**src/rtl/mbse_pkg.sv**
```systemverilog
`timescale 1ns / 1ps
// ----------------------------------------------------------------------------
// Marker byte stuffing encoder package
// Shared constants and request/result types for the stuffing encoder.
// ----------------------------------------------------------------------------
package mbse_pkg;

  localparam int unsigned BYTE_W = 8;
  localparam int unsigned CNT_W  = 7;
  localparam int unsigned ADDR_W = 6;

  localparam logic [CNT_W-1:0]  MAX_PAYLOAD  = 7'd63;
  localparam logic [BYTE_W-1:0] NO_MARKER    = 8'hFF;
  localparam logic [BYTE_W-1:0] MARKER_RESET = 8'd126;

  typedef struct packed {
    logic [BYTE_W-1:0] data_byte;
    logic              last_byte;
  } req_t;

  typedef struct packed {
    logic [BYTE_W-1:0] out_byte;
    logic              is_overhead;
    logic              last_out;
    logic              too_long;
  } res_t;

endpackage

```
**src/rtl/marker_byte_stuffing_encoder_core.sv**
```systemverilog
`timescale 1ns / 1ps
// ----------------------------------------------------------------------------
// Marker byte stuffing encoder core
// Stores a payload, links marker bytes in place, then emits the overhead
// byte and the stuffed payload, or one error result on overflow.
// ----------------------------------------------------------------------------
// Load: one RAM write per byte, plus a second write for a marker that follows an
// earlier marker; the final marker slot is zeroed after a non-marker last byte.
// Drain: overhead byte the cycle after load ends, then one byte per cycle
// from the RAM read port.
// Reset clears counters and marker tracking at once; the payload RAM is not
// cleared. Results are strobed once and cannot be stalled.
module marker_byte_stuffing_encoder_core (
  input  logic                   clk_i,
  input  logic                   rst_ni,
  input  logic                   start,
  output logic                   busy,
  input  mbse_pkg::req_t         req_i,
  input  logic                   cfg_we_i,
  input  logic [7:0]             cfg_wdata_i,
  output logic                   res_strobe_o,
  output mbse_pkg::res_t         res_o
);
  import mbse_pkg::*;

  localparam logic [2:0] ST_IDLE  = 3'd0;
  localparam logic [2:0] ST_FIX   = 3'd1;
  localparam logic [2:0] ST_OVH   = 3'd2;
  localparam logic [2:0] ST_DRAIN = 3'd3;
  localparam logic [2:0] ST_ERR   = 3'd4;

  logic [2:0]        state_q, state_d;
  logic [BYTE_W-1:0] marker_q;
  logic [CNT_W-1:0]  count_q, count_d;
  logic [BYTE_W-1:0] first_q, first_d;
  logic [BYTE_W-1:0] prev_q, prev_d;
  logic              ovf_q, ovf_d;
  logic              last_q, last_d;
  logic [ADDR_W-1:0] fix_addr_q, fix_addr_d;
  logic [BYTE_W-1:0] fix_data_q, fix_data_d;
  logic [CNT_W-1:0]  drain_q, drain_d;
  logic [BYTE_W-1:0] rdata_q;

  logic [BYTE_W-1:0] mem [MAX_PAYLOAD];
  logic              wr_en, rd_en;
  logic [ADDR_W-1:0] wr_addr, rd_addr;
  logic [BYTE_W-1:0] wr_data;

  logic              accept, full, is_mk;
  logic [CNT_W-1:0]  drain_nxt;

  assign accept    = start && (state_q == ST_IDLE);
  assign full      = ovf_q || (count_q >= MAX_PAYLOAD);
  assign is_mk     = (req_i.data_byte == marker_q);
  assign drain_nxt = drain_q + 7'd1;
  assign busy      = (state_q != ST_IDLE);

  always_comb begin
    state_d    = state_q;
    count_d    = count_q;
    first_d    = first_q;
    prev_d     = prev_q;
    ovf_d      = ovf_q;
    last_d     = last_q;
    fix_addr_d = fix_addr_q;
    fix_data_d = fix_data_q;
    drain_d    = drain_q;
    wr_en      = 1'b0;
    wr_addr    = count_q[ADDR_W-1:0];
    wr_data    = req_i.data_byte;
    rd_en      = 1'b0;
    rd_addr    = '0;
    res_strobe_o = 1'b0;
    res_o      = '0;

    unique case (state_q)
      ST_IDLE: begin
        if (accept) begin
          if (full) begin
            ovf_d = 1'b1;
            if (req_i.last_byte) begin
              state_d = ST_ERR;
              count_d = '0;
              first_d = NO_MARKER;
              prev_d  = NO_MARKER;
              ovf_d   = 1'b0;
              last_d  = 1'b0;
            end
          end else begin
            wr_en   = 1'b1;
            // a final marker on the last byte links to nothing
            wr_data = (is_mk && req_i.last_byte) ? '0 : req_i.data_byte;
            count_d = count_q + 7'd1;
            last_d  = req_i.last_byte;
            state_d = req_i.last_byte ? ST_OVH : ST_IDLE;
            if (is_mk) begin
              prev_d = {1'b0, count_q};
              if (prev_q == NO_MARKER) begin
                first_d = {1'b0, count_q};
              end else begin
                fix_addr_d = prev_q[ADDR_W-1:0];
                fix_data_d = {1'b0, count_q} - prev_q;
                state_d    = ST_FIX;
              end
            end else if (req_i.last_byte && (prev_q != NO_MARKER)) begin
              fix_addr_d = prev_q[ADDR_W-1:0];
              fix_data_d = '0;
              state_d    = ST_FIX;
            end
          end
        end
      end
      ST_FIX: begin
        wr_en   = 1'b1;
        wr_addr = fix_addr_q;
        wr_data = fix_data_q;
        state_d = last_q ? ST_OVH : ST_IDLE;
      end
      ST_OVH: begin
        res_strobe_o      = 1'b1;
        res_o.out_byte    = first_q;
        res_o.is_overhead = 1'b1;
        res_o.last_out    = (count_q == '0);
        rd_en   = 1'b1;
        rd_addr = '0;
        drain_d = '0;
        state_d = ST_DRAIN;
      end
      ST_DRAIN: begin
        res_strobe_o   = 1'b1;
        res_o.out_byte = rdata_q;
        res_o.last_out = (drain_nxt == count_q);
        if (drain_nxt == count_q) begin
          state_d = ST_IDLE;
          count_d = '0;
          first_d = NO_MARKER;
          prev_d  = NO_MARKER;
          ovf_d   = 1'b0;
          last_d  = 1'b0;
        end else begin
          // prefetch the next stored byte
          rd_en   = 1'b1;
          rd_addr = drain_nxt[ADDR_W-1:0];
          drain_d = drain_nxt;
        end
      end
      ST_ERR: begin
        res_strobe_o   = 1'b1;
        res_o.last_out = 1'b1;
        res_o.too_long = 1'b1;
        state_d = ST_IDLE;
      end
      default: begin
        state_d = ST_IDLE;
      end
    endcase
  end

  always_ff @(posedge clk_i or negedge rst_ni) begin
    if (!rst_ni) begin
      state_q  <= ST_IDLE;
      marker_q <= MARKER_RESET;
      count_q  <= '0;
      first_q  <= NO_MARKER;
      prev_q   <= NO_MARKER;
      ovf_q    <= 1'b0;
      last_q   <= 1'b0;
      drain_q  <= '0;
    end else begin
      state_q <= state_d;
      if (cfg_we_i) begin
        marker_q <= cfg_wdata_i;
      end
      count_q <= count_d;
      first_q <= first_d;
      prev_q  <= prev_d;
      ovf_q   <= ovf_d;
      last_q  <= last_d;
      drain_q <= drain_d;
    end
  end

  always_ff @(posedge clk_i) begin
    fix_addr_q <= fix_addr_d;
    fix_data_q <= fix_data_d;
  end

  // payload RAM: one write port, one registered read port
  always_ff @(posedge clk_i) begin
    if (wr_en) begin
      mem[wr_addr] <= wr_data;
    end
    if (rd_en) begin
      rdata_q <= mem[rd_addr];
    end
  end

  a_err_is_last: assert property (@(posedge clk_i) disable iff (!rst_ni)
    res_strobe_o && res_o.too_long |-> res_o.last_out && !res_o.is_overhead)
    else $error("error result not marked last");

  a_ovh_followed: assert property (@(posedge clk_i) disable iff (!rst_ni)
    res_strobe_o && res_o.is_overhead |=> res_strobe_o && !res_o.is_overhead)
    else $error("overhead byte not followed by payload");

  a_drain_contig: assert property (@(posedge clk_i) disable iff (!rst_ni)
    res_strobe_o && !res_o.last_out |=> res_strobe_o)
    else $error("gap inside packet results");

  a_last_goes_busy: assert property (@(posedge clk_i) disable iff (!rst_ni)
    start && !busy && req_i.last_byte |=> busy)
    else $error("last request did not start output");

  a_count_bound: assert property (@(posedge clk_i) disable iff (!rst_ni)
    count_q <= MAX_PAYLOAD)
    else $error("byte count beyond capacity");

  a_no_write_drain: assert property (@(posedge clk_i) disable iff (!rst_ni)
    res_strobe_o |-> !wr_en)
    else $error("RAM write during output");

endmodule
```
**config.mk**
```make
export PLATFORM = sky130hd
export DESIGN_NAME = marker_byte_stuffing_encoder_core
export DESIGN_NICKNAME = d
export VERILOG_FILES = /design/src/rtl/mbse_pkg.sv /design/src/rtl/marker_byte_stuffing_encoder_core.sv
export SDC_FILE = /design/constraint.sdc
export NUM_CORES = 1
export LEC_CHECK = 0
export BUFFER_PORTS_ARGS = -buffer_cell sky130_fd_sc_hd__buf_4
export CORE_ASPECT_RATIO = 2
export CORE_MARGIN = 5
export CORE_UTILIZATION = 40
export CTS_CLUSTER_DIAMETER = 80
export DETAILED_ROUTE_END_ITERATION = 10
export PLACE_DENSITY_LB_ADDON = 0.3
export SLEW_MARGIN = 10
export SYNTH_ARGS = -nofsm -noshare
export SYNTH_HDL_FRONTEND = slang
export SYNTH_SLANG_ARGS = --single-unit
```
**constraint.sdc**
```tcl
create_clock -name clk_i -period 3.2 [get_ports clk_i]
set_clock_uncertainty 0.1 [all_clocks]
set_input_delay 0.32 -clock clk_i [delete_from_list [all_inputs] [get_ports clk_i]]
set_output_delay 0.32 -clock clk_i [all_outputs]
set_load 0.03 [all_outputs]
```
Word-level counts from Yosys, hierarchy flattened
Memory sizes are Yosys's and may differ from the RTL's. A register that Yosys moved wholly into a read port is not among the register bits. Cells that the tools add are included.

Flip-flop bits (word level): 57. Bits in writable memories: 504. Bits of input ports: 21. Logic and storage cells: 112. Memories kept: 1.

Memory list: mem (words 63, width 8, rd ports 1, clocked after memory_dff 1, write ports 1, RTL line marker_byte_stuffing_encoder_core.sv:44) `logic [BYTE_W-1:0] mem [MAX_PAYLOAD];`.

$add $sub $neg: 3. Order comparisons: 1. Equal/unequal tests: 16. Multiplexer cells: 62. Bitwise operators: 1. Reduce and logical (&&, ||, !) cells: 18.

Operators by type and width (count): $mux 8 (15); $pmux 8 s2 (4); $mux 6 (6); $mux 7 (5); $pmux 7 s2 (2); $mux 1 (15); $mux 3 (5); $add 7x1->7 const B (2); $pmux 3 s4 (1); $ne 2x2->1 const B (5); $reduce_and 5->1 (2); $eq 8x8->1 (1); $eq 8x8->1 const B (1); $mux 2 (4); $ne 8x8->1 const B (1); $pmux 1 s2 (4); $reduce_and 4->1 (2); $sub 7x8->8 (1); $eq 7x7->1 (1); $ge 7x6->1 const B (1); $logic_not 7->1 (1); $eq 3x2->1 const B (2); $ne 3x3->1 const B (2); $reduce_and 6->1 (1); 13 further kinds (17).

Depth between registers and ports, before layout
Gate-level depths: netlist of run 1.

Depth in word-level cells: 7. Depth in mapped cells: 13.

Least setup slack after synthesis of run 1
No wires, ideal clock.

Path type: register to register. From: register state_q[0]. To: memory mem[0][0], data pin. Arrival: 2.639 ns. Path slack: 0.098 ns. Cell stages (with the launch flop): 7. Clock period less this slack: 3.102 ns. Cell sequence: dfrtp_1 clkbuf_1 or3_1 clkbuf_1 nor2_1 a41oi_1 a22o_1.

Word-level cells in the longest chain between the ends: 4.

RTL lines: from (decl) (RTL line marker_byte_stuffing_encoder_core.sv:32) `logic [2:0] state_q, state_d;`; from (signal assigned) (RTL line marker_byte_stuffing_encoder_core.sv:170) `state_q <= state_d;`; $logic_not 3->1 (RTL line marker_byte_stuffing_encoder_core.sv:52, marker_byte_stuffing_encoder_core.sv:76); $logic_and 1x1->1 (RTL line marker_byte_stuffing_encoder_core.sv:52) `assign accept = start && (state_q == ST_IDLE);`; $mux 8 (RTL line marker_byte_stuffing_encoder_core.sv:78) `if (accept) begin`; $pmux 8 s2 (*) (RTL line marker_byte_stuffing_encoder_core.sv:76) `unique case (state_q)`; named net wr_data[0] (RTL line marker_byte_stuffing_encoder_core.sv:47) `logic [BYTE_W-1:0] wr_data;`; to (decl) (RTL line marker_byte_stuffing_encoder_core.sv:44).

The timed path passes the listed nets; every way through them passes the cells marked *.

Worst setup path after layout of run 1
From: register drain_q[0]. To: register rdata_q[6] (read register of mem), data pin.

Word-level cells in the longest chain between the ends: 4.

RTL lines: from (decl) (RTL line marker_byte_stuffing_encoder_core.sv:41) `logic [CNT_W-1:0] drain_q, drain_d;`; from (signal assigned) (RTL line marker_byte_stuffing_encoder_core.sv:179) `drain_q <= drain_d;`; $add 7x1->7 (*) (RTL line marker_byte_stuffing_encoder_core.sv:55) `assign drain_nxt = drain_q + 7'd1;`; $eq 7x7->1 (RTL line marker_byte_stuffing_encoder_core.sv:133) `if (drain_nxt == count_q) begin`; $mux 1 or $mux 6 (tied branches) (RTL line marker_byte_stuffing_encoder_core.sv:133); $pmux 1 s2 or $mux 6 (tied branches) (RTL line marker_byte_stuffing_encoder_core.sv:76); to (decl) (RTL line marker_byte_stuffing_encoder_core.sv:42) `logic [BYTE_W-1:0] rdata_q;`.

Mark *: on every way between the ends. The rest lies on a longest branch, timed or not. A chain may end at the register's enable or synchronous reset.

==> results of run 1 <==
==> kinds of logic after synthesis <==
family                     after synthesis
DFF                                    569
and+or+nand+nor                        402
AOI/OAI and AO/OA                      395
muxes                                  142
buffers and inverters                  118
xor gates and xnor gates                28
adders and majority gates               11
==> Yosys cell counts (7+ instances only) <==
cell type  instances  share of area
dfrtp_1           21          0.022
o22ai_1           48          0.013
a211oi_1          21         0.0066
a22o_1            18         0.0066
and3_1             8         0.0021
clkbuf_1          40         0.0063
ha_1              10         0.0052
o21ai_0           88          0.018
buf_2             31         0.0065
buf_4             11         0.0034
nand2b_1          13         0.0034
mux2i_1           90          0.038
inv_1             24         0.0038
dfstp_2           22          0.024
nand4_1           10         0.0026
buf_1              8         0.0013
xor2_1            14         0.0051
nor2_1           138          0.022
nor2b_1           11         0.0029
a31oi_1           12         0.0031
a221oi_1          18         0.0066
nand2_1          126          0.020
and2_1            11         0.0029
nor4_1             7         0.0018
mux4_2             8         0.0075
nand3_1           22         0.0046
mux2_2            44          0.021
xnor2_1           13         0.0048
nor3_1            32         0.0067
a21oi_1           84          0.018
edfxtp_1         526           0.66
o221ai_1          27         0.0099
o32ai_1            7         0.0026
==> worst reg2reg max path: stages (launching register included) <==
cell       delay, ns
dfrtp_4         0.50
ha_4            0.18
xor3_1          0.22
a2111oi_4       0.39
o211a_4         0.23
buf_6           0.13
buf_6           0.11
a21oi_4         0.06
buf_6           0.14
buf_6           0.11
a222oi_1        0.52
o21ai_1         0.23
o211a_1         0.19
a311oi_2        0.18
==> layer usage <==
metal | vias to the layer above | routed length (µm) | track usage
met3 | 316 | 4680 | 0.0310
met5 | - | 0 | 0
li1 | 7183 | - | -
met4 | 0 | 8200 | 0.186
met1 | 8354 | 27100 | 0.264
met2 | 788 | 43400 | 0.453
==> report_power, final <==
| part | internal, µW | switching [µW] |
|---|---|---|
| registers | 9310 | 283 |
| logic | 2400 | 4310 |
| clock network | 3000 | 2650 |
==> repair_timing <==
item	4_1_cts	5_1_grt
cloned	3	2
buffers inserted	29	14
hold buffers	19	0
endpoints found under the hold margin	44	0
gates resized for setup	116	57
endpoints found under the setup margin	9	61
pin swaps	45	40
==> path summary, 6_finish.rpt <==
check	to	slack (ns)	cells past startpoint
min in group clk_i	mem[41][5]$_DFFE_PP_	0.35	3
worst max-delay path	rdata_q[6]$_DFFE_PP_	-0.26	13
worst min-delay path	marker_q[7]$_DFFE_PN0P_	0.17	2
worst max register to register	rdata_q[6]$_DFFE_PP_	-0.26	13
worst min register to register	prev_q[6]$_DFFE_PN1P_	0.38	2
max in group asynchronous	drain_q[0]$_DFFE_PN0P_	2.34	2
==> state kept, by name (all words and copies together), names as in the netlist, 7 cells and up <==
name	flops
rdata_q	8
mem	504
marker_q	8
drain_q	7
prev_q	8
fix_data_q	8
count_q	7
first_q	8
==> final cells by class <==
type	count	area [µm²]	area share
clock inverter	18	128	0.00420
sequential	569	16900	0.556
tap	774	968	0.0319
timing repair buffer	409	3760	0.124
multi-input combinational	978	7220	0.238
inverter	24	90.1	0.00296
clock buffer	67	1330	0.0439
==> per-stage QoR <==
step | TNS [ns] | cells | hold WS (ns)
2_1_floorplan | 0 | 1665 | -0.0756
3_3_place_gp | -3.48 | 2695 | 0.244
3_5_place_dp | -3.81 | 2695 | 0.251
4_1_cts | -1.64 | 2827 | 0.176
5_1_grt | -2.07 | 2839 | 0.227
6_report | -1.70 | 2839 | 0.172
==> out/results.txt, run 1 <==
CP bufs+invs = 4
commonest non-fill, non-tap cell in the layout = edfxtp_1
clock buffer depth = 3
Avg WL per Cell = 29.4 µm
most frequent cells in the layout = 526 x edfxtp_1, 326 x buf_4, 133 x nor2_1
Cell Pwr Density = 722 mW/mm²
Residual DRC = 0
final WL = 83,400 µm
root buf cell = clkbuf_16
DPL Wire Length = 57,400 µm
CTS sink cnt = 569
crit path max fanout = 6
status = complete, but fails checks
post-synthesis mux area share = 0.0658
simple-gate portion of the synthesized area = 0.0766
beginning of the critical path = drain_q[0]$_DFFE_PN0P_
Period minus WS final = 3.46 ns
slew of the pin with the lowest slew margin = 0.927 ns
Worst Setup End Kind = flip-flop
core area = 0.0597 mm²
compound-gate portion of the synthesized area = 0.113
synth warn = 0
Unique masters post-synth = 84
combinational family with the most area after synthesis = compound AO/OA/AOI/OAI gates
MaxCap Viol Count = 0
Crit Path Category = flip-flop to flip-flop
Worst Setup Start Kind = flip-flop
Hold Crit Class = primary input to async pin
clk_lat worst skew = 0.59 ns
area grow syn2layout = 26.9%
number of synthesized flops with an enable pin = 526
global route overflow = 0
Pre-antenna DRT Iters = 5
Clock transition at path regs = 0.07 ns
Cell Area, Synth = 0.0240 mm²
first-pass GRT wire length = 119,000 µm
number of global-route vias before repair = 17,189
number of vias per cell = 5.86
Crit path top cell by count = buf_6
GRT Total Usage = 0.251
initial core utilization = 0.401
Slowest-stage cell, CP = a222oi_1
Final period util = 1.08
Setup WS pre-CTS = -0.855 ns
Routed Antenna Nets = 0
average size of a mapped cell = 14.4 µm²
chip width = 183 µm
Final Hold Fails = 0
async set or reset register ratio after synthesis = 0.0756
final core utilization = 0.509
number of H-tree levels = 2
RSZ-0062 raised after global routing = yes
Die Y = 356 µm
largest net degree at the start of global routing = 99
placed inst area = 0.0275 mm²
Design Area, Final = 0.0304 mm²
Adder-Cell Fraction of Synth Area = 0.00606
DRT iter0 DRCs = 1,493
reg2reg start = drain_q[0]$_DFFE_PN0P_
FF+latch count, synth = 569
Slew Viols, Final = 0
Synth Instances = 1,665
sequential area share after synthesis = 0.705
Nets = 2,062
# diodes = 0
Worst EP arrival = 3.78 ns
slowest stage delay, CP = 0.52 ns
TritonCTS clock tree = yes
Achievable Freq = 289 MHz
Top FF cell, synth = edfxtp_1
total power = 22,000 µW
maximum VDD drop = 0.000371 V
XOR/XNOR share of the synthesized area = 0.0109
Ports = 34
failing checks = setup timing
endpoints failing setup = 8
layout filler cell count = 5,062
post-route worst setup slack = -0.257 ns
CP required = 3.52 ns
Static Leak = 0.0105 µW
initial antenna violation count = 0
I/O Buffers = 33
Row Count = 127
CP cell instances = ha_4 -> xor3_1 -> a2111oi_4 -> o211a_4 -> buf_6 -> buf_6 -> a21oi_4 -> buf_6 -> buf_6 -> a222oi_1 -> o21ai_1 -> o211a_1 -> a311oi_2
Mapped Nets = 1,697
DIE AREA = 0.0652 mm²
layout cells sized above 1 = 0.319
Vias = 16,641
Slew HR = 0.380
CTS buffer count = 48
routability congestion estimate = 1.02
Crit path max-delay family = compound AO/OA/AOI/OAI gates
No activity file was read; power rests on OpenSTA's default activity.
==> run 2, diff against run 1 <==
--- a/config.mk
+++ b/config.mk
@@ -12,6 +12,7 @@
 export CTS_CLUSTER_DIAMETER = 80
 export DETAILED_ROUTE_END_ITERATION = 10
 export PLACE_DENSITY_LB_ADDON = 0.3
+export REMOVE_ABC_BUFFERS = 1
 export SLEW_MARGIN = 10
 export SYNTH_ARGS = -nofsm -noshare
 export SYNTH_HDL_FRONTEND = slang
==> constraint.sdc (replaced) <==
create_clock -name clk_i -period 3.2 [get_ports clk_i]
set_clock_uncertainty 0.1 [all_clocks]
set_input_delay 0.32 -clock clk_i [delete_from_list [all_inputs] [get_ports clk_i]]
set_output_delay 0.32 -clock clk_i [all_outputs]
set_load 0.05 [all_outputs]
==> out/results.txt, run 2 (same netlist as run 1, synthesis figures left out) <==
status = complete, but fails checks
failing checks = setup timing
Hold Crit Class = primary input to async pin
DIE AREA = 0.0652 mm²
CP cell instances = ha_4 -> xor3_1 -> a2111oi_4 -> buf_4 -> o211ai_4 -> buf_12 -> o21ai_4 -> buf_6 -> buf_8 -> buf_12 -> o221ai_4 -> nand2_2 -> a21oi_2 -> a211oi_2 -> buf_4 -> nor3_2
capture point of the worst reg-to-reg path = rdata_q[1]$_DFFE_PP_
Largest Register = mem
CTS sink cnt = 569
Pint = 14,800 µW
Crit path max-delay family = compound AO/OA/AOI/OAI gates
commonest non-fill, non-tap cell in the layout = edfxtp_1
TritonCTS clock tree = yes
core area = 0.0597 mm²
I/O Buffers = 33
Row Count = 127
maximum VDD drop = 0.000367 V
endpoints failing setup = 9
first-pass GRT wire length = 112,000 µm
area grow syn2layout = 26.2%
chip width = 183 µm
global route overflow = 0
slowest stage delay, CP = 0.50 ns
Static Leak = 0.0105 µW
Vias = 16,316
Worst Setup End Kind = flip-flop
R2R Setup Slk = -0.37 ns
clk_lat worst skew = 0.60 ns
Pre-antenna DRT Iters = 6
P_sw = 7130 µW
Slew Viols, Final = 0
initial antenna violation count = 0
CP bufs+invs = 6
CTS buffer count = 45
max reg flops = 504
Avg WL per Cell = 27.5 µm
Routed Antenna Nets = 0
TNS Setup = -2.13 ns
DRT iter0 DRCs = 1,505
number of global-route vias before repair = 16,570
Clock Power Share = 0.261
Achievable Freq = 280 MHz
Final Hold Fails = 0
Slew HR = 0.501
R2R cell count = 16
post-route worst setup slack = -0.372 ns
combinational share of power = 0.304
number of vias per cell = 5.78
largest net degree at the start of global routing = 79
Die Y = 356 µm
clock buffer depth = 3
number of H-tree levels = 2
Worst EP arrival = 3.80 ns
GRT Total Usage = 0.234
routability congestion estimate = 1.07
Final period util = 1.12
hold slack = 0.161 ns
Clock transition at path regs = 0.08 ns
sequential power share = 0.436
Nets = 2,045
Period minus WS final = 3.57 ns
initial core utilization = 0.401
Crit Path Category = flip-flop to flip-flop
root buf cell = clkbuf_16
DPL Wire Length = 53,300 µm
Worst Setup Start Kind = flip-flop
slew of the pin with the lowest slew margin = 0.743 ns
layout cells sized above 1 = 0.312
Ports = 34
Slowest-stage cell, CP = dfrtp_4
RSZ-0062 raised after global routing = yes
Switching Fraction = 0.325
MaxCap Viol Count = 0
reg2reg start = drain_q[0]$_DFFE_PN0P_
total power = 21,900 µW
crit path max fanout = 6
# diodes = 0
final WL = 77,500 µm
Cell Pwr Density = 725 mW/mm²
most frequent cells in the layout = 526 x edfxtp_1, 308 x buf_4, 131 x nor2_1
Residual DRC = 0
CP required = 3.43 ns
run 2: cell type report:
type | instances | area, µm²
Fill cell | 5036 | 29500
Sequential cell | 569 | 16900
Multi-Input combinational cell | 978 | 7140
Timing Repair Buffer | 395 | 3660
Clock buffer | 55 | 1180
Tap cell | 774 | 968
Clock inverter | 27 | 297
Inverter | 24 | 90.1
run 2: per-layer routing:
layer	part of all wire	track usage
met1	0.34	0.263
met2	0.52	0.421
met3	0.056	0.0263
met4	0.082	0.146
met5	0	0
run 2: what timing repair did:
action                                 CTS  global route
endpoints found under the hold margin   32             0
hold buffers                            19             0
setup buffers                           23            18
cloned                                   2             2
gates resized for setup                 92            60
setup endpoints to repair              391             9
pin swaps                               31            35
run 2: worst max path at each step:
stage / cells after the start / slack, ns / start / end
floorplan: 9 / -6.91 / drain_q[0]$_DFFE_PN0P_ / rdata_q[3]$_DFFE_PP_
global placement: 11 / -0.64 / drain_q[0]$_DFFE_PN0P_ / rdata_q[6]$_DFFE_PP_
detailed placement: 11 / -0.72 / drain_q[0]$_DFFE_PN0P_ / rdata_q[6]$_DFFE_PP_
CTS: 13 / -0.21 / drain_q[0]$_DFFE_PN0P_ / rdata_q[4]$_DFFE_PP_
global route: 16 / -0.35 / drain_q[0]$_DFFE_PN0P_ / rdata_q[1]$_DFFE_PP_
finish: 16 / -0.37 / drain_q[0]$_DFFE_PN0P_ / rdata_q[1]$_DFFE_PP_
run 2: metrics by stage:
step	std cells	utilization	area, µm²	setup WS (ns)
floorplan	1571	-	23500	-6.91
global placement	2682	0.460	27500	-0.638
detailed placement	2682	0.460	27500	-0.719
CTS	2806	0.499	29800	-0.214
global route	2822	0.506	30200	-0.354
finish	2822	0.506	30200	-0.372
run 2: power groups by stage:
stage / logic [µW] / registers [µW] / clock network [µW]
after floorplan: 3470 / 9920 / 0
after global placement: 6150 / 9700 / 0
after detailed placement: 6240 / 9700 / 0
after CTS: 6460 / 9550 / 5790
after global routing: 7010 / 9600 / 6100
final: 6660 / 9560 / 5720
